File: config.mk
export PLATFORM = sky130hd
export DESIGN_NAME = lpht_mod
export DESIGN_NICKNAME = d
export VERILOG_FILES = /design/src/hw/rtl/lpht_pkg.sv /design/src/hw/rtl/lpht_mod.sv
export SDC_FILE = /design/constraint.sdc
export NUM_CORES = 1
export LEC_CHECK = 0
export CORE_MARGIN = 2
export CORE_UTILIZATION = 45
export DETAILED_ROUTE_END_ITERATION = 7
export DONT_BUFFER_PORTS = 1
export GPL_ROUTABILITY_DRIVEN = 0
export PLACE_DENSITY = 0.71
export SYNTH_ARGS = -nofsm -noshare
export SYNTH_HDL_FRONTEND = slang
export SYNTH_SLANG_ARGS = --single-unit
export TNS_END_PERCENT = 30
File: constraint.sdc
create_clock -name clk -period 2.2 [get_ports clk]
set_input_delay 0.44 -clock clk [delete_from_list [all_inputs] [get_ports clk]]
set_output_delay 0.44 -clock clk [all_outputs]
set_load 0.02 [all_outputs]
File: src/hw/rtl/lpht_pkg.sv
// shared constants and types for the linear probing hash table
`timescale 1ns / 1ps

package lpht_pkg;

	// table geometry
	localparam int MAX_SLOTS = 256;
	localparam int SLOT_W    = $clog2(MAX_SLOTS);
	localparam int IDX_W     = SLOT_W + 1;

	// field widths
	localparam int KEY_W    = 32;
	localparam int SIZE_W   = 9;
	localparam int STATUS_W = 3;
	localparam int POS_W    = 8;
	localparam int OUT_W    = 16;

	// reset value of the size register
	localparam logic [SIZE_W-1:0] SIZE_RESET = SIZE_W'(MAX_SLOTS);

	// request kinds carried in tuser
	localparam logic MODE_INSERT = 1'b0;
	localparam logic MODE_SEARCH = 1'b1;

	// result codes
	typedef enum logic [STATUS_W-1:0] {
		ST_INSERTED     = 3'd0,
		ST_DUPLICATE    = 3'd1,
		ST_NO_SPACE     = 3'd2,
		ST_FOUND        = 3'd3,
		ST_ABSENT_EMPTY = 3'd4,
		ST_ABSENT_END   = 3'd5
	} status_t;

endpackage

File: src/hw/rtl/lpht_mod.sv
// bit serial remainder of a key by the table size
`timescale 1ns / 1ps

module lpht_mod (
	input  logic                              clk,
	input  logic                              arst_n,
	input  logic                              start,
	input  logic [lpht_pkg::KEY_W-1:0]        dividend,
	input  logic [lpht_pkg::SIZE_W-1:0]       divisor,
	output logic                              done,
	output logic [lpht_pkg::SLOT_W-1:0]       remainder
);

	localparam int CNT_W = $clog2(lpht_pkg::KEY_W);

	logic                              busy_q;
	logic                              done_q;
	logic [CNT_W-1:0]                  cnt_q;
	logic [lpht_pkg::KEY_W-1:0]        shift_q;
	logic [lpht_pkg::SIZE_W-1:0]       div_q;
	logic [lpht_pkg::SLOT_W-1:0]       rem_q;
	logic [lpht_pkg::SLOT_W:0]         trial;
	logic [lpht_pkg::SLOT_W:0]         next_rem;

	// one restoring step: bring in the next key bit, subtract when it fits
	always_comb begin
		trial = {rem_q, shift_q[lpht_pkg::KEY_W-1]};
		if (trial >= div_q) begin
			next_rem = trial - div_q;
		end else begin
			next_rem = trial;
		end
	end

	// step sequencer, key bits from the top down
	always_ff @(posedge clk or negedge arst_n) begin
		if (!arst_n) begin
			busy_q <= 1'b0;
			done_q <= 1'b0;
			cnt_q  <= '0;
		end else begin
			done_q <= 1'b0;
			if (start) begin
				busy_q  <= 1'b1;
				cnt_q   <= '0;
				shift_q <= dividend;
				div_q   <= divisor;
				rem_q   <= '0;
			end else if (busy_q) begin
				shift_q <= {shift_q[lpht_pkg::KEY_W-2:0], 1'b0};
				rem_q   <= next_rem[lpht_pkg::SLOT_W-1:0];
				cnt_q   <= cnt_q + 1'b1;
				if (cnt_q == CNT_W'(lpht_pkg::KEY_W - 1)) begin
					busy_q <= 1'b0;
					done_q <= 1'b1;
				end
			end
		end
	end

	assign done      = done_q;
	assign remainder = rem_q;

endmodule

==> results of run 1 <==
==> cell families after synthesis <==
kind of cell             share of synthesized area (%)
flip-flops                                        56.0
AND/OR/NAND/NOR                                   9.45
buffers and inverters                             5.11
adder cells (fa/ha/maj)                           5.36
AO/OA/AOI/OAI                                     10.3
multiplexers                                      12.6
XOR/XNOR                                          1.19
==> worst max-delay path: cells and delay by family (launching register included) <==
kind | cells | cell delay [ns]
AOI/OAI and AO/OA | 4 | 0.89
adders and majority gates | 1 | 0.37
buffers and inverters | 1 | 0.19
DFF | 1 | 0.45
and+or+nand+nor | 1 | 0.08
==> layer usage <==
| layer | global-route usage [%] | up-vias | wire [um] |
|---|---|---|---|
| li1 | - | 863 | - |
| met1 | 19.8 | 839 | 2340 |
| met2 | 22.5 | 64 | 2370 |
| met3 | 6.32 | 4 | 472 |
| met4 | 3.90 | 0 | 43 |
| met5 | 0 | - | 0 |
==> cells in the final DEF, fill, tap and decap left out, types with 3 or more instances in the layout <==
| master | synthesis | routed |
|---|---|---|
| buf_4 | 1 | 18 |
| nand3_1 | 6 | 6 |
| o21ai_1 | 1 | 4 |
| and2_1 | 3 | 3 |
| ha_1 | 11 | 10 |
| nand2_1 | 8 | 8 |
| o211ai_1 | 3 | 3 |
| a311oi_1 | 9 | 6 |
| clkbuf_8 | 0 | 5 |
| a311oi_2 | 0 | 3 |
| dfrtp_1 | 7 | 7 |
| inv_1 | 14 | 14 |
| nor2_1 | 19 | 19 |
| a21oi_1 | 4 | 4 |
| edfxtp_1 | 49 | 49 |
| mux2_2 | 31 | 31 |
==> cell type report <==
type / count / area, um2
Fill cell: 549 / 3110
Sequential cell: 56 / 1650
Multi-Input combinational cell: 139 / 1190
Timing Repair Buffer: 20 / 156
Tap cell: 77 / 96.3
Clock buffer: 5 / 68.8
Inverter: 14 / 52.6
Clock inverter: 3 / 33.8
==> cell usage after synthesis (3+ instances only) <==
library cell	instances	area, um2
edfxtp_1	49	1470
nand2_1	8	30.0
ha_1	11	138
nand2b_1	3	18.8
dfrtp_1	7	175
o21ai_0	4	20.0
nand3_1	6	30.0
a21oi_1	4	20.0
and2_1	3	18.8
mux2_2	31	349
buf_6	7	78.8
inv_1	14	52.6
o211ai_1	3	22.5
a311oi_1	9	78.8
nor2_1	19	71.3
==> worst max-delay path by stage <==
stage / slack [ns] / depth (start not counted) / from / endpoint
finish: 0.04 / 7 / remainder[0] / remainder[3]
global route: -0.06 / 7 / div_q[0] / remainder[6]
CTS: -0.004 / 7 / remainder[0] / remainder[3]
detailed placement: -0.01 / 7 / div_q[0] / remainder[6]
global placement: 0.07 / 8 / shift_q[31] / remainder[6]
floorplan: 0.001 / 7 / remainder[4] / remainder[7]
==> report_power, final <==
part / switching (uW) / internal [uW] / total [uW]
Clock: 374 / 241 / 614
Sequential: 29.3 / 1250 / 1280
Combinational: 256 / 246 / 501
Total: 659 / 1740 / 2400
==> stage by stage <==
stage               util, %  std cells  TNS [ns]  cell area (um2)
finish                 51.1        314         0             3240
global route           51.1        314    -0.119             3240
CTS                    50.3        312  -0.00428             3190
detailed placement     48.4        303   -0.0106             3070
global placement       48.4        303         0             3070
floorplan                 -        220         0             2950
==> repair_timing <==
action / CTS / global route
hold endpoints to repair: 7 / 0
hold buffers: 1 / 0
setup endpoints to repair: 2 / 8
setup buffers: 0 / 2
gates cloned: 0 / 0
pin swaps: 1 / 2
gates resized for setup: 2 / 10
==> registers in the layout, summed over array words and instances (netlist names) <==
register   flops
busy_q         1
div_q          9
cnt_q          5
done           1
shift_q       32
remainder      8
==> results.toml, run 1 <==
[clocking]
htree_num_levels = 2
clk_latency_ns = 0.32
clk_pin_slew_ns = 0.11
root_buffer = "clkbuf_8"
cts_buffers = 5
clock-sinks = 56
clk_path_buf_depth = 2
tritoncts = "yes"

[route]
vias = 1770
wl_per_cell_um = 16.7
vias_per_cell = 5.64
drtPass1Iterations = 4
ant_nets = 0
drc = 0
routed_wl_mm = 5.23
drt-initial-drc-count = 117

[die]
initial_core_util_pct = 46.3
dieWidth_um = 84.8
die_y_um = 84.8
core_area_mm2 = 0.00635
dieArea_mm2 = 0.00720
io_pins = 53
core.rowCount = 29

[sta]
grt_setup_unrepaired = "yes"
hold_violations = 0
final.min_clock_period_ns = 2.16
finalCritPeriodShare_pct = 98.2
setup_viol = 0
tightest_slew_ns = 0.497
finalClockSkew_ns = 0.0138
timing.fmax_mhz = 463
layout_setup_ws_ns = 0.0393
max-slew-margin-rel_pct = 66.9
hold_slack_ns = 0.188
slew_viol_final = 0

[yosys]
synth_area_per_cell_um2 = 13.4
synth-seq-cells = 56
yosysSeqAreaShare_pct = 56.0
syn-num-nets = 276
netlist_area_mm2 = 0.00294
async_flop_share_pct = 12.5
ys_types = 49
synth_warnings = 0
netlist_instances = 220
synthFlopType = "edfxtp_1"
synth_edf_count = 49

[power]
peakVddDrop_mv = 0.333
cellPowerDensity_mw_per_mm2 = 740
leakagePower_uw = 0.00124
p_total_uw = 2400

[min_path]
hold_path_class = "input port to flop"
hold_depth = 1
hold_path_startpoint = "start"
hold_end = "cnt_q[0]"

[worst_setup_path]
ff2ff_path_depth = 7
cp_max_fo = 11
slowest_stage = "edfxtp_1"
required_ns = 2.34
critPathArrivalTime_ns = 2.30
slowest_delay_ns = 0.45
cp_cell_sequence = "ha_1, nand2b_4, a21oi_4, o311ai_2, buf_4, a211o_2, a311oi_1"
path_class = "flop to flop"
r2r_slack_ns = 0.04
worstSetupStartpointType = "flop"
reg2reg_to = "remainder[3]"
end_kind = "flop"
r2r-start = "remainder[0]"

[flow_run]
drv_cap = 0

[finish]
drive_gt1_share_pct = 32.5
synthToLayoutAreaGrowth_pct = 10.3
nNetsFinal = 292
n_antenna_cell = 0

[status]
status = "finished, final reports clean"

[global_routing]
grt_antenna_before_repair = 0
overflow = 0
grt.total_usage_pct = 14.8
grt_pass1_vias = 1734
grt_first_pass_wirelength_mm = 8.38
grt_max_degree = 50

[place]
dp_worst_setup_slack_ns = -0.0106
dpl.hpwl_mm = 3.58
portBuffers = 0
(Power assumes the default switching activity.)
==> run 2: changes to the inputs <==
--- a/config.mk
+++ b/config.mk
@@ -6,11 +6,11 @@
 export NUM_CORES = 1
 export LEC_CHECK = 0
 export CORE_MARGIN = 2
-export CORE_UTILIZATION = 45
+export CORE_UTILIZATION = 57
 export DETAILED_ROUTE_END_ITERATION = 7
 export DONT_BUFFER_PORTS = 1
 export GPL_ROUTABILITY_DRIVEN = 0
-export PLACE_DENSITY = 0.71
+export PLACE_DENSITY = 0.84
 export SYNTH_ARGS = -nofsm -noshare
 export SYNTH_HDL_FRONTEND = slang
 export SYNTH_SLANG_ARGS = --single-unit
==> run 2 against run 1 <==
Net effect:
- sequential power hardly changed
- critical path type unchanged
- combinational power is 5.8% higher
- global-route usage is 3.9 points higher
- maximum frequency is 1.5% higher
- total power is 1.3% lower
- clock power is 11% lower
- critical path depth stayed put
- clock skew is 0.0088 ns lower
- design area is 2.1% higher
- core utilization is 15 points higher
- die area is 20% lower
- clock-buffer cell count stayed put
==> results.toml, run 2 (synthesis gave the netlist of run 1 again) <==
[status]
status = "finished, final reports clean"

[place]
dp_worst_setup_slack_ns = -0.0667
portBuffers = 0
dpl.hpwl_mm = 3.63

[sta]
hold_slack_ns = 0.200
finalClockSkew_ns = 0.00496
hold_violations = 0
final.min_clock_period_ns = 2.13
tightest_slew_ns = 0.430
setup_viol = 0
max-slew-margin-rel_pct = 71.3
timing.fmax_mhz = 470
finalCritPeriodShare_pct = 96.8
finalSetupTns_ns = 0
grt_setup_unrepaired = "yes"
slew_viol_final = 0
layout_setup_ws_ns = 0.0710

[power]
peakVddDrop_mv = 0.359
cellPowerDensity_mw_per_mm2 = 715
leakagePower_uw = 0.00123
p_total_uw = 2370

[finish]
synthToLayoutAreaGrowth_pct = 12.6
largest_reg_flops = 32
nNetsFinal = 293
final_cell_mix = "49 x edfxtp_1, 31 x mux2_2, 20 x buf_4"
n_antenna_cell = 0
top_register = "shift_q"
drive_gt1_share_pct = 35.9
final_common_cell = "edfxtp_1"
nFillCells = 372

[clocking]
cts_buffers = 5
root_buffer = "clkbuf_8"
clk_pin_slew_ns = 0.10
clk_path_buf_depth = 2
tritoncts = "yes"
htree_num_levels = 2
clk_latency_ns = 0.30
clock-sinks = 56

[worst_setup_path]
cp_max_fo = 3
r2r-start = "div_q[0]"
worstSetupStartpointType = "flop"
end_kind = "flop"
ff2ff_path_depth = 7
reg2reg_to = "remainder[6]"
critPathArrivalTime_ns = 2.26
path_class = "flop to flop"
r2r_slack_ns = 0.07
required_ns = 2.33

[die]
core.rowCount = 26
core_area_mm2 = 0.00504
die_y_um = 75.8
io_pins = 53
dieWidth_um = 75.8
dieArea_mm2 = 0.00575
initial_core_util_pct = 58.3

[global_routing]
overflow = 0
grt_max_degree = 50
grt_antenna_before_repair = 0
grt_pass1_vias = 1761
grt.total_usage_pct = 18.8
grt_first_pass_wirelength_mm = 7.98

[min_path]
hold_end = "cnt_q[3]"
hold_depth = 1
hold_path_class = "input port to flop"
hold_path_startpoint = "start"

[route]
drc = 0
vias_per_cell = 5.82
drt-initial-drc-count = 119
vias = 1786
drtPass1Iterations = 5
ant_nets = 0
wl_per_cell_um = 17.3
routed_wl_mm = 5.31

[flow_run]
drv_cap = 0
==> run 2: critical path: stages, from the launching register on <==
cell,delay (ns)
edfxtp_1,0.40
ha_2,0.21
fa_2,0.35
nand2b_4,0.16
a2111o_1,0.36
o311ai_0,0.11
o21ai_1,0.11
a311oi_1,0.25
==> run 2: worst max path at each step <==
stage                        end          from  cells after the start
floorplan           remainder[7]  remainder[4]                      7
global placement    remainder[6]   shift_q[31]                      8
detailed placement  remainder[1]  remainder[6]                      7
CTS                 remainder[6]      div_q[0]                      7
global route        remainder[6]  remainder[0]                      7
finish              remainder[6]      div_q[0]                      7
==> run 2: power breakdown <==
group	switching (uW)	total, uW	internal (uW)
logic	266	530	264
clock network	322	545	222
registers	38.2	1290	1250
==> run 2: final cells by class <==
class / instances / area (um2) / share of cell area [%]
clock buffer: 5 / 68.8 / 2.08
clock inverter: 2 / 16.3 / 0.491
inverter: 14 / 52.6 / 1.59
multi-input combinational: 139 / 1280 / 38.6
sequential: 56 / 1650 / 49.8
tap: 70 / 87.6 / 2.65
timing repair buffer: 21 / 160 / 4.84
==> run 2: what timing repair did <==
| action | CTS | global route |
|---|---|---|
| buffers inserted | 0 | 4 |
| setup endpoints to repair | 2 | 6 |
| endpoints found under the hold margin | 7 | 0 |
| pin swaps | 0 | 5 |
| resized for setup | 4 | 16 |
| cloned | 0 | 1 |
| hold buffers | 1 | 0 |
==> run 2: routing by layer <==
layer / GRT usage, % / part of all wire (%)
met1: 23.0 / 42
met2: 31.3 / 48
met3: 6.08 / 7.9
met4: 6.43 / 2.2
met5: 0 / 0
==> run 2: metrics by stage <==
stage	utilization (%)	cell area (um2)	std cells
6_report	65.6	3310	307
5_1_grt	65.6	3310	307
4_1_cts	62.7	3160	302
3_5_place_dp	60.4	3050	294
3_3_place_gp	60.4	3050	294
2_1_floorplan	-	2950	220
==> run 3: changes to the inputs <==
--- a/config.mk
+++ b/config.mk
@@ -10,7 +10,7 @@
 export DETAILED_ROUTE_END_ITERATION = 7
 export DONT_BUFFER_PORTS = 1
 export GPL_ROUTABILITY_DRIVEN = 0
-export PLACE_DENSITY = 0.84
+export PLACE_DENSITY = 0.73
 export SYNTH_ARGS = -nofsm -noshare
 export SYNTH_HDL_FRONTEND = slang
 export SYNTH_SLANG_ARGS = --single-unit
==> run 3 against run 2 <==
Net effect:
- combinational power increased by 2%
- clock-buffer cell count unchanged
- flip-flop and latch count unchanged
- die area unchanged
- core utilization about the same
- critical endpoint is now remainder[3]
- cell count unchanged
==> results.toml, run 3 (synthesis gave the netlist of run 1 again) <==
[route]
ant_nets = 0
vias_per_cell = 5.88
routed_wl_mm = 5.36
drc = 0
wl_per_cell_um = 17.5
drtPass1Iterations = 4
drt-initial-drc-count = 130
vias = 1804

[clocking]
clock-sinks = 56
clk_pin_slew_ns = 0.10
tritoncts = "yes"
htree_num_levels = 2
clk_path_buf_depth = 2
root_buffer = "clkbuf_8"
cts_buffers = 5
clk_latency_ns = 0.31

[die]
dieWidth_um = 75.8
die_y_um = 75.8
core.rowCount = 26
dieArea_mm2 = 0.00575
core_area_mm2 = 0.00504
io_pins = 53
initial_core_util_pct = 58.3

[worst_setup_path]
cp_cell_sequence = "ha_4, and4_4, and2_4, nor3_2, buf_4, a211o_2, a311oi_2"
path_class = "flop to flop"
cp_max_fo = 11
slowest_delay_ns = 0.48
end_kind = "flop"
r2r_slack_ns = 0.01
worstSetupStartpointType = "flop"
required_ns = 2.34
slowest_stage = "edfxtp_1"
critPathArrivalTime_ns = 2.33

[power]
peakVddDrop_mv = 0.533
seqPwrFrac_pct = 53.5
cellPowerDensity_mw_per_mm2 = 730
comb_power_share_pct = 22.3
p_sw_share_pct = 27.4
leakagePower_uw = 0.00124
internal-power_uw = 1750
p_sw_uw = 661
clkPwrFrac_pct = 24.1

[finish]
drive_gt1_share_pct = 35.9
final_core_util_pct = 65.6
regArea_mm2 = 0.00165
final_common_cell = "edfxtp_1"
nFillCells = 394
synthToLayoutAreaGrowth_pct = 12.5
final_cell_mix = "49 x edfxtp_1, 31 x mux2_2, 19 x nor2_1, 19 x buf_4, 14 x inv_1"
top_register = "shift_q"
largest_reg_flops = 32
nNetsFinal = 292
n_antenna_cell = 0
multiInputGateArea_mm2 = 0.00127

[sta]
grt_setup_unrepaired = "yes"
layout_setup_ws_ns = 0.0135
hold_slack_ns = 0.194
timing.fmax_mhz = 457
max-slew-margin-rel_pct = 73.2
slew_viol_final = 0
setup_viol = 0
finalCritPeriodShare_pct = 99.4
finalClockSkew_ns = 0.00611
finalSetupTns_ns = 0
hold_violations = 0
final.min_clock_period_ns = 2.19
tightest_slew_ns = 0.402

[status]
status = "finished, final reports clean"

[min_path]
hold_path_class = "input port to flop"

[place]
portBuffers = 0
dpl.hpwl_mm = 3.78
dp_worst_setup_slack_ns = -0.0238

[global_routing]
grt.total_usage_pct = 19.5
grt_pass1_vias = 1813
grt_first_pass_wirelength_mm = 8.31
grt_antenna_before_repair = 0
grt_max_degree = 50
overflow = 0

[flow_run]
drv_cap = 0
==> run 3: changes by cell type in the layout (fill, tap and decap cells not counted) <==
| cell | before | now |
|---|---|---|
| o21ai_0 | 2 | 1 |
| inv_6 | 1 | 0 |
| clkinv_4 | 0 | 1 |
| ha_4 | 7 | 5 |
| o311ai_2 | 1 | 0 |
| buf_4 | 20 | 19 |
| o311ai_4 | 0 | 1 |
| a311oi_2 | 3 | 4 |
| o21ai_1 | 3 | 4 |
| inv_8 | 0 | 1 |
| a311oi_1 | 6 | 5 |
| ha_2 | 1 | 2 |
| ha_1 | 3 | 4 |
==> run 3: power groups by stage <==
stage,clock network (uW),logic (uW),registers (uW)
6_report,582,539,1290
5_1_grt,638,585,1300
4_1_cts,597,477,1290
3_5_place_dp,0,465,1310
3_3_place_gp,0,447,1310
2_1_floorplan,0,340,1330
==> run 3: layout make-up <==
type | instances | area share (%)
sequential | 56 | 49.8
inverter | 14 | 1.59
timing repair buffer | 20 | 4.62
tap | 70 | 2.65
multi-input combinational | 139 | 38.4
clock buffer | 5 | 2.08
clock inverter | 3 | 0.832
==> run 3: final timing paths <==
check                             startpoint      endpoint  cells after the start
worst max-delay path            remainder[4]  remainder[3]                      7
worst min-delay path                   start      cnt_q[0]                      1
worst max register to register  remainder[4]  remainder[3]                      7
worst min register to register   shift_q[23]   shift_q[24]                      1
max in group asynchronous             arst_n      cnt_q[0]                      1
min in group asynchronous             arst_n      cnt_q[4]                      1
==> run 3: critical path: cells and delay by family, from the launching register on <==
kind	cells	cell delay, ns
compound gates	2	0.60
buf+inv	1	0.17
fa+ha+maj	1	0.31
flops	1	0.48
simple gates	3	0.46
==> run 3: timing repair <==
| action | 4_1_cts | 5_1_grt |
|---|---|---|
| pin swaps | 1 | 2 |
| hold buffers | 1 | 0 |
| setup buffers | 0 | 1 |
| hold endpoints to repair | 7 | 0 |
| endpoints found under the setup margin | 1 | 8 |
| gates resized for setup | 2 | 17 |
==> run 3: metrics by stage <==
step           total power, uW  std cells  instance area (um2)
4_1_cts                   2360        306                 3190
3_5_place_dp              1780        297                 3070
2_1_floorplan             1670        220                 2950
6_report                  2410        307                 3310
5_1_grt                   2520        307                 3310
3_3_place_gp              1760        297                 3070
==> run 3: metal layers <==
layer	GRT usage, %	part of all wire, %	routed length [um]	up-vias
met5	0	0	0	-
met3	6.88	6.2	334	6
met1	24.8	43	2300	884
met4	5.26	1.1	59	0
li1	-	-	-	862
met2	31.9	50	2660	52
